$ cat config.mk
export PLATFORM = sky130hd
export DESIGN_NAME = point_to_polyline_distance
export DESIGN_NICKNAME = d
export VERILOG_FILES = /design/src/rtl/ptpd_pkg.sv /design/src/rtl/point_to_polyline_distance.sv /design/src/rtl/ptpd_queue.sv /design/src/rtl/ptpd_front.sv /design/src/rtl/ptpd_back.sv
export SDC_FILE = /design/constraint.sdc
export NUM_CORES = 2
export LEC_CHECK = 0
export BUFFER_PORTS_ARGS = -buffer_cell sky130_fd_sc_hd__buf_2
export CAP_MARGIN = 15
export CORE_UTILIZATION = 35
export CTS_BUF_LIST = sky130_fd_sc_hd__clkbuf_16
export CTS_CLUSTER_DIAMETER = 60
export DETAILED_ROUTE_END_ITERATION = 10
export HOLD_SLACK_MARGIN = 0.15
export PLACE_DENSITY = 0.46
export SLEW_MARGIN = 20
export SYNTH_ARGS = -nofsm -noshare
export SYNTH_HDL_FRONTEND = slang
export SYNTH_SLANG_ARGS = --single-unit
$ cat constraint.sdc
create_clock -name i_clk -period 15.7 [get_ports i_clk]
set_input_delay 4.71 -clock i_clk [delete_from_list [all_inputs] [get_ports i_clk]]
set_output_delay 4.71 -clock i_clk [all_outputs]
set_load 0.02 [all_outputs]
$ cat src/rtl/ptpd_pkg.sv
// ============================================================================
// ptpd_pkg: shared definitions for the point to polyline distance block
// Default widths, register indexes, queue status and the back end states.
// ============================================================================
package ptpd_pkg;

    // Default coordinate width and number of fraction bits of the projection.
    localparam int COORD_BITS_DEF = 24;
    localparam int FRAC_BITS_DEF  = 16;

    // Depth of the segment queue between front and back end.
    localparam int QUEUE_DEPTH = 2;

    // Configuration register indexes.
    localparam int CFG_IDX_BITS = 2;
    localparam logic [CFG_IDX_BITS-1:0] CFG_QUERY_X         = 2'd0;
    localparam logic [CFG_IDX_BITS-1:0] CFG_QUERY_Y         = 2'd1;
    localparam logic [CFG_IDX_BITS-1:0] CFG_DEVIATION_LIMIT = 2'd2;

    // Reset value of the deviation limit in millimetres.
    localparam int LIMIT_RESET = 500;

    // Fill state of the segment queue.
    typedef struct packed {
        logic full;
        logic empty;
    } t_q_status;

    // Back end sequencer states.
    typedef enum logic [3:0] {
        S_IDLE,
        S_MUL_DXX,
        S_MUL_DYY,
        S_MUL_WXD,
        S_MUL_WYD,
        S_DOT_SUM,
        S_CLASSIFY,
        S_DIV,
        S_MUL_PX,
        S_MUL_PY,
        S_ERR_Y,
        S_MUL_EXX,
        S_MUL_EYY,
        S_SUM,
        S_SQRT,
        S_EMIT
    } t_back_state;

endpackage

$ cat src/rtl/point_to_polyline_distance.sv
// ============================================================================
// point_to_polyline_distance: distance from a query point to a streamed path
// A vertex word is taken whenever the two-entry segment queue has room. The
// back end handles each segment in turn with its shared multiplier and the
// one-bit-a-cycle divider; the last vertex adds the square root and output.
// Synchronous reset loads the register defaults and clears path and queue.
// ============================================================================
module point_to_polyline_distance #(
    parameter int COORD_BITS = ptpd_pkg::COORD_BITS_DEF,
    parameter int FRAC_BITS  = ptpd_pkg::FRAC_BITS_DEF
) (
    input  logic                               i_clk,
    input  logic                               i_rst_n,
    input  logic                               i_cfg_we,
    input  logic [ptpd_pkg::CFG_IDX_BITS-1:0]  i_cfg_index,
    input  logic [COORD_BITS:0]                i_cfg_data,
    input  logic                               i_in_valid,
    output logic                               o_in_stall,
    input  logic signed [COORD_BITS-1:0]       i_vertex_x,
    input  logic signed [COORD_BITS-1:0]       i_vertex_y,
    input  logic                               i_last_vertex,
    output logic                               o_out_valid,
    input  logic                               i_out_stall,
    output logic [COORD_BITS:0]                o_distance,
    output logic                               o_deviates
);
    import ptpd_pkg::*;

    localparam int JW = 4 * COORD_BITS + 1;

    logic signed [COORD_BITS-1:0] r_query_x;
    logic signed [COORD_BITS-1:0] r_query_y;
    logic [COORD_BITS:0]          r_limit;

    t_q_status     q_status;
    logic          q_push;
    logic          q_pop;
    logic [JW-1:0] q_in;
    logic [JW-1:0] q_out;

    // Configuration registers; an index beyond the list is ignored.
    always_ff @(posedge i_clk) begin
        if (!i_rst_n) begin
            r_query_x <= '0;
            r_query_y <= '0;
            r_limit   <= (COORD_BITS + 1)'(LIMIT_RESET);
        end else if (i_cfg_we) begin
            unique case (i_cfg_index)
                CFG_QUERY_X:         r_query_x <= i_cfg_data[COORD_BITS-1:0];
                CFG_QUERY_Y:         r_query_y <= i_cfg_data[COORD_BITS-1:0];
                CFG_DEVIATION_LIMIT: r_limit   <= i_cfg_data;
                default: begin
                end
            endcase
        end
    end

    // Front end: vertex words into segment jobs.
    ptpd_front #(
        .COORD_BITS (COORD_BITS)
    ) u_front (
        .i_clk         (i_clk),
        .i_rst_n       (i_rst_n),
        .i_in_valid    (i_in_valid),
        .o_in_stall    (o_in_stall),
        .i_vertex_x    (i_vertex_x),
        .i_vertex_y    (i_vertex_y),
        .i_last_vertex (i_last_vertex),
        .i_q_status    (q_status),
        .o_push        (q_push),
        .o_job         (q_in)
    );

    // Segment queue.
    ptpd_queue #(
        .WIDTH (JW)
    ) u_queue (
        .i_clk    (i_clk),
        .i_rst_n  (i_rst_n),
        .i_push   (q_push),
        .i_data   (q_in),
        .i_pop    (q_pop),
        .o_data   (q_out),
        .o_status (q_status)
    );

    // Back end: distance per segment, minimum and square root.
    ptpd_back #(
        .COORD_BITS (COORD_BITS),
        .FRAC_BITS  (FRAC_BITS)
    ) u_back (
        .i_clk       (i_clk),
        .i_rst_n     (i_rst_n),
        .i_q_status  (q_status),
        .i_job       (q_out),
        .o_pop       (q_pop),
        .i_query_x   (r_query_x),
        .i_query_y   (r_query_y),
        .i_limit     (r_limit),
        .o_out_valid (o_out_valid),
        .i_out_stall (i_out_stall),
        .o_distance  (o_distance),
        .o_deviates  (o_deviates)
    );

endmodule

$ cat src/rtl/ptpd_queue.sv
// ============================================================================
// ptpd_queue: segment queue
// A small first-word-fall-through queue that carries segment jobs from the
// front end to the back end.
// ============================================================================
module ptpd_queue #(
    parameter int WIDTH = 97
) (
    input  logic                 i_clk,
    input  logic                 i_rst_n,
    input  logic                 i_push,
    input  logic [WIDTH-1:0]     i_data,
    input  logic                 i_pop,
    output logic [WIDTH-1:0]     o_data,
    output ptpd_pkg::t_q_status  o_status
);
    import ptpd_pkg::*;

    localparam int PTR_BITS = (QUEUE_DEPTH > 1) ? $clog2(QUEUE_DEPTH) : 1;
    localparam int CNT_BITS = $clog2(QUEUE_DEPTH + 1);

    logic [WIDTH-1:0]    r_mem [QUEUE_DEPTH];
    logic [PTR_BITS-1:0] r_wr_ptr;
    logic [PTR_BITS-1:0] r_rd_ptr;
    logic [CNT_BITS-1:0] r_count;
    logic                do_push;
    logic                do_pop;

    // Status and qualified strobes.
    always_comb begin
        o_status.full  = (r_count == CNT_BITS'(QUEUE_DEPTH));
        o_status.empty = (r_count == '0);
        do_push        = i_push && !o_status.full;
        do_pop         = i_pop && !o_status.empty;
        o_data         = r_mem[r_rd_ptr];
    end

    // Storage.
    always_ff @(posedge i_clk) begin
        if (do_push) begin
            r_mem[r_wr_ptr] <= i_data;
        end
    end

    // Pointers and fill count.
    always_ff @(posedge i_clk) begin
        if (!i_rst_n) begin
            r_wr_ptr <= '0;
            r_rd_ptr <= '0;
            r_count  <= '0;
        end else begin
            if (do_push) begin
                r_wr_ptr <= (r_wr_ptr == PTR_BITS'(QUEUE_DEPTH - 1)) ? '0 : r_wr_ptr + 1'b1;
            end
            if (do_pop) begin
                r_rd_ptr <= (r_rd_ptr == PTR_BITS'(QUEUE_DEPTH - 1)) ? '0 : r_rd_ptr + 1'b1;
            end
            if (do_push && !do_pop) begin
                r_count <= r_count + 1'b1;
            end else if (do_pop && !do_push) begin
                r_count <= r_count - 1'b1;
            end
        end
    end

endmodule

$ cat src/rtl/ptpd_front.sv
// ============================================================================
// ptpd_front: vertex front end
// Accepts vertex words, keeps the previous vertex and turns each vertex into
// a segment job, a single point job or nothing.
// ============================================================================
module ptpd_front #(
    parameter int COORD_BITS = ptpd_pkg::COORD_BITS_DEF
) (
    input  logic                        i_clk,
    input  logic                        i_rst_n,
    input  logic                        i_in_valid,
    output logic                        o_in_stall,
    input  logic signed [COORD_BITS-1:0] i_vertex_x,
    input  logic signed [COORD_BITS-1:0] i_vertex_y,
    input  logic                        i_last_vertex,
    input  ptpd_pkg::t_q_status         i_q_status,
    output logic                        o_push,
    output logic [4*COORD_BITS:0]       o_job
);
    import ptpd_pkg::*;

    logic [COORD_BITS-1:0] r_prev_x;
    logic [COORD_BITS-1:0] r_prev_y;
    logic                  r_have_prev;
    logic                  accept;

    // A word is taken whenever the queue has room.
    always_comb begin
        o_in_stall = i_q_status.full;
        accept     = i_in_valid && !i_q_status.full;
        o_push     = accept && (r_have_prev || i_last_vertex);
        // A lone last vertex becomes a segment of zero length at that vertex.
        if (r_have_prev) begin
            o_job = {r_prev_x, r_prev_y, i_vertex_x, i_vertex_y, i_last_vertex};
        end else begin
            o_job = {i_vertex_x, i_vertex_y, i_vertex_x, i_vertex_y, i_last_vertex};
        end
    end

    // Previous vertex; the last vertex of a path clears it.
    always_ff @(posedge i_clk) begin
        if (!i_rst_n) begin
            r_prev_x    <= '0;
            r_prev_y    <= '0;
            r_have_prev <= 1'b0;
        end else if (accept) begin
            if (i_last_vertex) begin
                r_prev_x    <= '0;
                r_prev_y    <= '0;
                r_have_prev <= 1'b0;
            end else begin
                r_prev_x    <= i_vertex_x;
                r_prev_y    <= i_vertex_y;
                r_have_prev <= 1'b1;
            end
        end
    end

endmodule

$ cat src/rtl/ptpd_back.sv
// ============================================================================
// ptpd_back: segment back end
// Sequencer around one shared multiplier, a restoring divider for the
// projection parameter, a running minimum and a bit-serial square root.
// ============================================================================
module ptpd_back #(
    parameter int COORD_BITS = ptpd_pkg::COORD_BITS_DEF,
    parameter int FRAC_BITS  = ptpd_pkg::FRAC_BITS_DEF
) (
    input  logic                         i_clk,
    input  logic                         i_rst_n,
    input  ptpd_pkg::t_q_status          i_q_status,
    input  logic [4*COORD_BITS:0]        i_job,
    output logic                         o_pop,
    input  logic signed [COORD_BITS-1:0] i_query_x,
    input  logic signed [COORD_BITS-1:0] i_query_y,
    input  logic [COORD_BITS:0]          i_limit,
    output logic                         o_out_valid,
    input  logic                         i_out_stall,
    output logic [COORD_BITS:0]          o_distance,
    output logic                         o_deviates
);
    import ptpd_pkg::*;

    localparam int C    = COORD_BITS;
    localparam int D    = C + 1;              // coordinate differences
    localparam int LW   = 2 * C + 1;          // squared segment length
    localparam int DW   = 2 * C + 2;          // signed dot product
    localparam int BEST = 2 * C + 2;          // squared distance
    localparam int DIST = C + 1;              // distance
    localparam int MW   = (D > FRAC_BITS + 2) ? D : FRAC_BITS + 2;
    localparam int PW   = 2 * MW;
    localparam int PQ   = FRAC_BITS + C + 1;
    localparam int CW   = $clog2(FRAC_BITS + 1);
    localparam int JW   = 4 * C + 1;

    localparam logic [PQ-1:0]        ROUND   = PQ'((1 << FRAC_BITS) - 1);
    localparam logic [FRAC_BITS:0]   T_ONE   = {1'b1, {FRAC_BITS{1'b0}}};
    localparam logic [BEST-1:0]      BIT_TOP = {2'b01, {(BEST - 2){1'b0}}};

    t_back_state r_state;
    t_back_state n_state;

    logic signed [C-1:0]  job_ax;
    logic signed [C-1:0]  job_ay;
    logic signed [C-1:0]  job_bx;
    logic signed [C-1:0]  job_by;
    logic                 job_last;

    logic signed [D-1:0]  r_dx;
    logic signed [D-1:0]  r_dy;
    logic signed [D-1:0]  r_wx;
    logic signed [D-1:0]  r_wy;
    logic signed [D-1:0]  r_ex;
    logic signed [D-1:0]  r_ey;
    logic                 r_last;
    logic [LW-1:0]        r_len;
    logic signed [DW-1:0] r_dot;
    logic [LW-1:0]        r_rem;
    logic [FRAC_BITS:0]   r_t;
    logic [CW-1:0]        r_cnt;
    logic signed [PW-1:0] r_prod;
    logic [BEST-1:0]      r_acc;
    logic [BEST-1:0]      r_best;
    logic [BEST-1:0]      r_sv;
    logic [BEST-1:0]      r_res;
    logic [BEST-1:0]      r_bit;
    logic                 r_out_valid;
    logic [DIST-1:0]      r_distance;
    logic                 r_deviates;

    logic signed [MW-1:0] m_a;
    logic signed [MW-1:0] m_b;
    logic [D-1:0]         mag_dx;
    logic [D-1:0]         mag_dy;
    logic                 dot_pos;
    logic                 need_div;
    logic [LW:0]          rem2;
    logic                 rem_ge;
    logic [BEST-1:0]      d2;
    logic [BEST-1:0]      d2_min;
    logic [BEST-1:0]      sq_sum;
    logic                 out_free;

    // Error of one axis after projection: w - floor(t * d / 2^FRAC_BITS),
    // where p holds t * |d|.
    function automatic logic signed [D-1:0] f_err(
        input logic signed [D-1:0]  w,
        input logic signed [D-1:0]  d,
        input logic signed [PW-1:0] p
    );
        logic [PQ-1:0] pq;
        logic [PQ-1:0] rnd;
        logic [D-1:0]  off;
        pq  = p[PQ-1:0];
        rnd = d[D-1] ? pq + ROUND : pq;
        off = D'(rnd >> FRAC_BITS);
        f_err = d[D-1] ? w + $signed(off) : w - $signed(off);
    endfunction

    // Job fields from the queue head.
    always_comb begin
        job_ax   = i_job[JW-1 -: C];
        job_ay   = i_job[JW-1-C -: C];
        job_bx   = i_job[JW-1-2*C -: C];
        job_by   = i_job[C:1];
        job_last = i_job[0];
    end

    // Projection classification, divider step and minimum.
    always_comb begin
        mag_dx   = r_dx[D-1] ? D'(-r_dx) : D'(r_dx);
        mag_dy   = r_dy[D-1] ? D'(-r_dy) : D'(r_dy);
        dot_pos  = !r_dot[DW-1] && (r_dot != '0);
        need_div = (r_len != '0) && dot_pos && (r_dot[LW-1:0] < r_len);
        rem2     = {r_rem, 1'b0};
        rem_ge   = (rem2 >= {1'b0, r_len});
        d2       = r_acc + BEST'(r_prod);
        d2_min   = (d2 < r_best) ? d2 : r_best;
        sq_sum   = r_res + r_bit;
        out_free = !r_out_valid || !i_out_stall;
    end

    // Operand select of the shared multiplier.
    always_comb begin
        unique case (r_state)
            S_MUL_DXX: begin
                m_a = MW'(r_dx);
                m_b = MW'(r_dx);
            end
            S_MUL_DYY: begin
                m_a = MW'(r_dy);
                m_b = MW'(r_dy);
            end
            S_MUL_WXD: begin
                m_a = MW'(r_wx);
                m_b = MW'(r_dx);
            end
            S_MUL_WYD: begin
                m_a = MW'(r_wy);
                m_b = MW'(r_dy);
            end
            S_MUL_PX: begin
                m_a = MW'(r_t);
                m_b = MW'(mag_dx);
            end
            S_MUL_PY: begin
                m_a = MW'(r_t);
                m_b = MW'(mag_dy);
            end
            S_MUL_EXX: begin
                m_a = MW'(r_ex);
                m_b = MW'(r_ex);
            end
            S_MUL_EYY: begin
                m_a = MW'(r_ey);
                m_b = MW'(r_ey);
            end
            default: begin
                m_a = '0;
                m_b = '0;
            end
        endcase
    end

    // Next state and handshake outputs.
    always_comb begin
        n_state = r_state;
        o_pop   = 1'b0;
        unique case (r_state)
            S_IDLE: begin
                if (!i_q_status.empty) begin
                    o_pop   = 1'b1;
                    n_state = S_MUL_DXX;
                end
            end
            S_MUL_DXX:  n_state = S_MUL_DYY;
            S_MUL_DYY:  n_state = S_MUL_WXD;
            S_MUL_WXD:  n_state = S_MUL_WYD;
            S_MUL_WYD:  n_state = S_DOT_SUM;
            S_DOT_SUM:  n_state = S_CLASSIFY;
            S_CLASSIFY: n_state = need_div ? S_DIV : S_MUL_PX;
            S_DIV: begin
                if (r_cnt == CW'(1)) begin
                    n_state = S_MUL_PX;
                end
            end
            S_MUL_PX:   n_state = S_MUL_PY;
            S_MUL_PY:   n_state = S_ERR_Y;
            S_ERR_Y:    n_state = S_MUL_EXX;
            S_MUL_EXX:  n_state = S_MUL_EYY;
            S_MUL_EYY:  n_state = S_SUM;
            S_SUM:      n_state = r_last ? S_SQRT : S_IDLE;
            S_SQRT: begin
                if (r_bit[0]) begin
                    n_state = S_EMIT;
                end
            end
            S_EMIT: begin
                if (out_free) begin
                    n_state = S_IDLE;
                end
            end
        endcase
    end

    // State register.
    always_ff @(posedge i_clk) begin
        if (!i_rst_n) begin
            r_state <= S_IDLE;
        end else begin
            r_state <= n_state;
        end
    end

    // Datapath: multiplier register and the per-state updates.
    always_ff @(posedge i_clk) begin
        r_prod <= m_a * m_b;
        unique case (r_state)
            S_IDLE: begin
                r_dx   <= D'(job_bx) - D'(job_ax);
                r_dy   <= D'(job_by) - D'(job_ay);
                r_wx   <= D'(i_query_x) - D'(job_ax);
                r_wy   <= D'(i_query_y) - D'(job_ay);
                r_last <= job_last;
            end
            S_MUL_DYY: r_len <= LW'(r_prod);
            S_MUL_WXD: r_len <= r_len + LW'(r_prod);
            S_MUL_WYD: r_dot <= DW'(r_prod);
            S_DOT_SUM: r_dot <= r_dot + DW'(r_prod);
            S_CLASSIFY: begin
                // Clamp below, clamp above or divide.
                r_rem <= r_dot[LW-1:0];
                r_cnt <= CW'(FRAC_BITS);
                if ((r_len == '0) || !dot_pos || need_div) begin
                    r_t <= '0;
                end else begin
                    r_t <= T_ONE;
                end
            end
            S_DIV: begin
                // One quotient bit a cycle.
                r_rem <= rem_ge ? LW'(rem2 - {1'b0, r_len}) : LW'(rem2);
                r_t   <= {r_t[FRAC_BITS-1:0], rem_ge};
                r_cnt <= r_cnt - 1'b1;
            end
            S_MUL_PY: r_ex <= f_err(r_wx, r_dx, r_prod);
            S_ERR_Y:  r_ey <= f_err(r_wy, r_dy, r_prod);
            S_MUL_EYY: r_acc <= BEST'(r_prod);
            S_SUM: begin
                r_sv  <= d2_min;
                r_res <= '0;
                r_bit <= BIT_TOP;
            end
            S_SQRT: begin
                // One root bit a cycle.
                if (r_sv >= sq_sum) begin
                    r_sv  <= r_sv - sq_sum;
                    r_res <= (r_res >> 1) + r_bit;
                end else begin
                    r_res <= r_res >> 1;
                end
                r_bit <= r_bit >> 2;
            end
            default: begin
            end
        endcase
    end

    // Running minimum over the path; cleared once the path ends.
    always_ff @(posedge i_clk) begin
        if (!i_rst_n) begin
            r_best <= '1;
        end else if (r_state == S_SUM) begin
            r_best <= r_last ? '1 : d2_min;
        end
    end

    // Output register.
    always_ff @(posedge i_clk) begin
        if (!i_rst_n) begin
            r_out_valid <= 1'b0;
        end else if ((r_state == S_EMIT) && out_free) begin
            r_out_valid <= 1'b1;
        end else if (!i_out_stall) begin
            r_out_valid <= 1'b0;
        end
    end

    always_ff @(posedge i_clk) begin
        if ((r_state == S_EMIT) && out_free) begin
            r_distance <= r_res[DIST-1:0];
            r_deviates <= (r_res[DIST-1:0] > i_limit);
        end
    end

    assign o_out_valid = r_out_valid;
    assign o_distance  = r_distance;
    assign o_deviates  = r_deviates;

endmodule
==> impl_results.md <==
- Status: finished, final reports clean
- Synth area leaders: edfxtp_1 25%, fa_1 16%, ha_1 10%
- Mean Syn Cell Area: 9.39 um2
- Worst slew pin tran: 1.05 ns
- Core Area: about 240000 um2
- Worst EP required: 16.39 ns
- Startpoint Class: flop
- Sink Count: approximately 950
- Clock skew: 0.0579 ns
- Hold Buf Count CTS: 0
- Die span in y: 496 um
- Period minus WS final: 11.20 ns
- WP buf/inv: 6
- Worst setup startpoint: u_back.r_state[1]
- Routability Congestion: 0.946
- Sequential element share of the synthesized area: 0.306
- Post-synthesis register bit count: roughly 950
- Nets: roughly 11000
- Hold Crit Start: r_limit[3]
- Post-synth EDFFs: 716
- Detailed placer's ending HPWL: 235 mm
- Max layer used: met5
- Metal1 wirelength: 134 mm
- Inserted Clock Buffers: 138
- Area Overhead vs Synth: 10.8%
- Row count: 180
- Metal3 WL: 17.7 mm
- GRT Residual Overflow: 0
- Pre-CTS setup slack: 4.65 ns
- Multi-input logic area: 54700 um2
- RR Startpoint: u_back.r_state[1]
- Post-route setup TNS: 0 ns
- RSZ-0062 raised after global routing: false
- Max transition margin: 0.300
- Register area: 26200 um2
- Count of unique library cells instantiated by Yosys: 87
- Starting Density: 0.354
- Crit Path Class: reg -> reg
- Number of global-route vias before repair: slightly below 70000
- Worst skew pair latency: 0.83 ns
- YS warnings: 0
- Area leader, netlist: edfxtp_1
- CP Capture Type: flop
- Filler cells: ~24000
- Initial antenna violation count: 17
- Num ports: 109
- Max-cap violations: 0
- CTS tree: done
- Min-Delay Path Class: reg -> reg
- Setup violations, final: 0
- Initial DRT Pass Iterations: 6
- Largest net degree at the start of global routing: 94
- Crit path max-delay family: adder cells
- Syn nets: 10600
- Max stage delay on crit path: 0.93 ns
- Post CTS Setup Buffer Count: 0
- Detailed Route WL: 306 mm
- Post-synth ARST share: 0
- GRT Util Overall: 0.248
- WL/cell: between 20 and 25 um
- Post-CTS resize count: 0
- Prevailing post-synth register cell: edfxtp_1
- Worst EP arrival: approximately 12 ns
- Final hold viol count: 0
- Drt via density: 5.44
- Metal2 WL: 142 mm
- Clk buf depth: 3
- Post-detailed-route count of antenna-violating nets: 0
- Worst Setup Slack, final: approximately 4.5 ns
- Slowest-stage cell, CP: nand4bb_2
- Global-route wire length before repair: 450 mm
- CTS H-tree depth: 4
- Synth Instances: a little over 9000
- Port Buffer Count: 108
- Top cell type's share of synthesized area: 0.252
- Area of the die: 246000 um2
- CTS clk-pin slew, worst paths: 0.06 ns
- Final period util: 0.713
- Vias: 67700
- CP Max Fanout: 29
- Mapped cell area: 85400 um2
- Die Wd: about 500 um
- Iteration-0 DRC Markers: roughly 5300
- Cell mode on critical path: fa_1
- Share of cells above drive strength 1: 0.0727
- Residual DRC: 0
- Cell at the root of the clock tree: clkbuf_16
- Slew Limit Fails: 0
- Fmax: 0.0893 GHz
[cells in the final DEF (no fill, tap or decap), types with 25 or more instances in the layout]
cell type  instances
o21bai_1          68
and2_1            78
or3_1             53
or2_2             25
clkbuf_16        139
nand3_1          100
mux2_2           102
and3_1            55
a21o_1           289
a211oi_1          53
nand2b_1          78
nand2_1         1128
mux2i_1           70
xor2_1           220
inv_1            932
a31oi_1           87
edfxtp_1         716
a21boi_0          95
and4_1            37
dfxtp_1          230
ha_1             711
xnor2_1          334
a22oi_1           43
buf_2            107
o21a_1            57
nand4_1          102
buf_4            153
nor4_1            38
fa_1             669
o211ai_1          78
nor3b_1           50
o21ai_0          470
nor2_1           682
a21oi_1          584
nor2b_1          144
nor3_1            87
o31ai_1           35
[cell type report]
| class | instances | area share |
|---|---|---|
| antenna | 5 | 0.000132 |
| clock buffer | 139 | 0.0368 |
| clock inverter | 112 | 0.0120 |
| inverter | 904 | 0.0359 |
| multi-input combinational | 6882 | 0.578 |
| sequential | 948 | 0.276 |
| tap | 3185 | 0.0421 |
| timing repair buffer | 261 | 0.0181 |
[final timing paths]
path | to | slack [ns] | cells after the start
min reg2reg | r_limit[3] | 0.47 | 2
min | r_limit[3] | 0.47 | 2
max reg2reg | u_back.r_prod[49] | 4.50 | 33
max | u_back.r_prod[49] | 4.50 | 33
[state kept, by name (all words and copies together) (netlist names), 25 cells and up, named ones only]
name,count
u_back.r_ey,25
u_back.o_distance,25
u_back.r_wy,25
u_back.r_ex,25
u_back.r_sv,50
u_back.r_len,49
u_back.r_dx,25
u_back.r_rem,49
u_back.r_res,50
r_limit,25
u_back.r_bit,25
u_back.r_best,50
u_queue.r_mem,194
u_back.r_wx,25
u_back.r_prod,50
u_back.r_acc,50
u_back.r_dot,50
u_back.r_dy,25
[synthesized netlist by cell type (all sizes together), types with 52 or more instances]
library cell	number
nand2	1133
inv	903
edfxtp	716
ha	711
nor2	687
fa	669
a21oi	587
o21ai	485
xnor2	334
clkbuf	306
a21o	289
dfxtp	232
xor2	220
nor2b	144
mux2	102
nand3	102
nand4	102
a21boi	98
nor3	94
a31oi	88
and2	82
nand2b	78
o211ai	78
mux2i	70
o21bai	68
o21a	57
a211oi	55
and3	55
or3	53
buf	52
[tightest hold or removal path, cell delays in order, from the launching register on]
cell and delay [ns]:
dfxtp_1 0.31, nand2_1 0.05, a21boi_0 0.06
[kinds of logic (layout without fill, tap and decap cells)]
| kind of cell | Yosys count | in the layout | synth area share |
|---|---|---|---|
| AO/OA/AOI/OAI | 2065 | 2065 | 0.153 |
| XOR/XNOR | 554 | 554 | 0.0568 |
| adder cells (fa/ha/maj) | 1380 | 1380 | 0.261 |
| buffers and inverters | 1262 | 1416 | 0.0564 |
| flip-flops | 948 | 948 | 0.306 |
| multiplexers | 172 | 172 | 0.0217 |
| other | 0 | 5 | 0 |
| AND/OR/NAND/NOR | 2711 | 2711 | 0.145 |
[through the flow]
stage | hold slack (ns) | cells | area, um2 | util
final | 0.467 | 12400 | 94600 | 0.392
after global routing | 0.492 | 12400 | 94600 | 0.392
after CTS | 0.471 | 12400 | 94500 | 0.392
after detailed placement | 0.463 | 12200 | 89900 | 0.372
after global placement | 0.452 | 12200 | 89900 | 0.372
after floorplan | 0.443 | 9092 | 85400 | -
[per-layer routing]
metal  vias up  track usage
li1      31600            -
met1     33700        0.328
met2      2026        0.408
met3       428       0.0369
met4         2       0.0937
met5         -            0
Power is left out: the tool's default activity adds up to more than one toggle a clock period on the data nets, which glitch-free logic cannot reach.
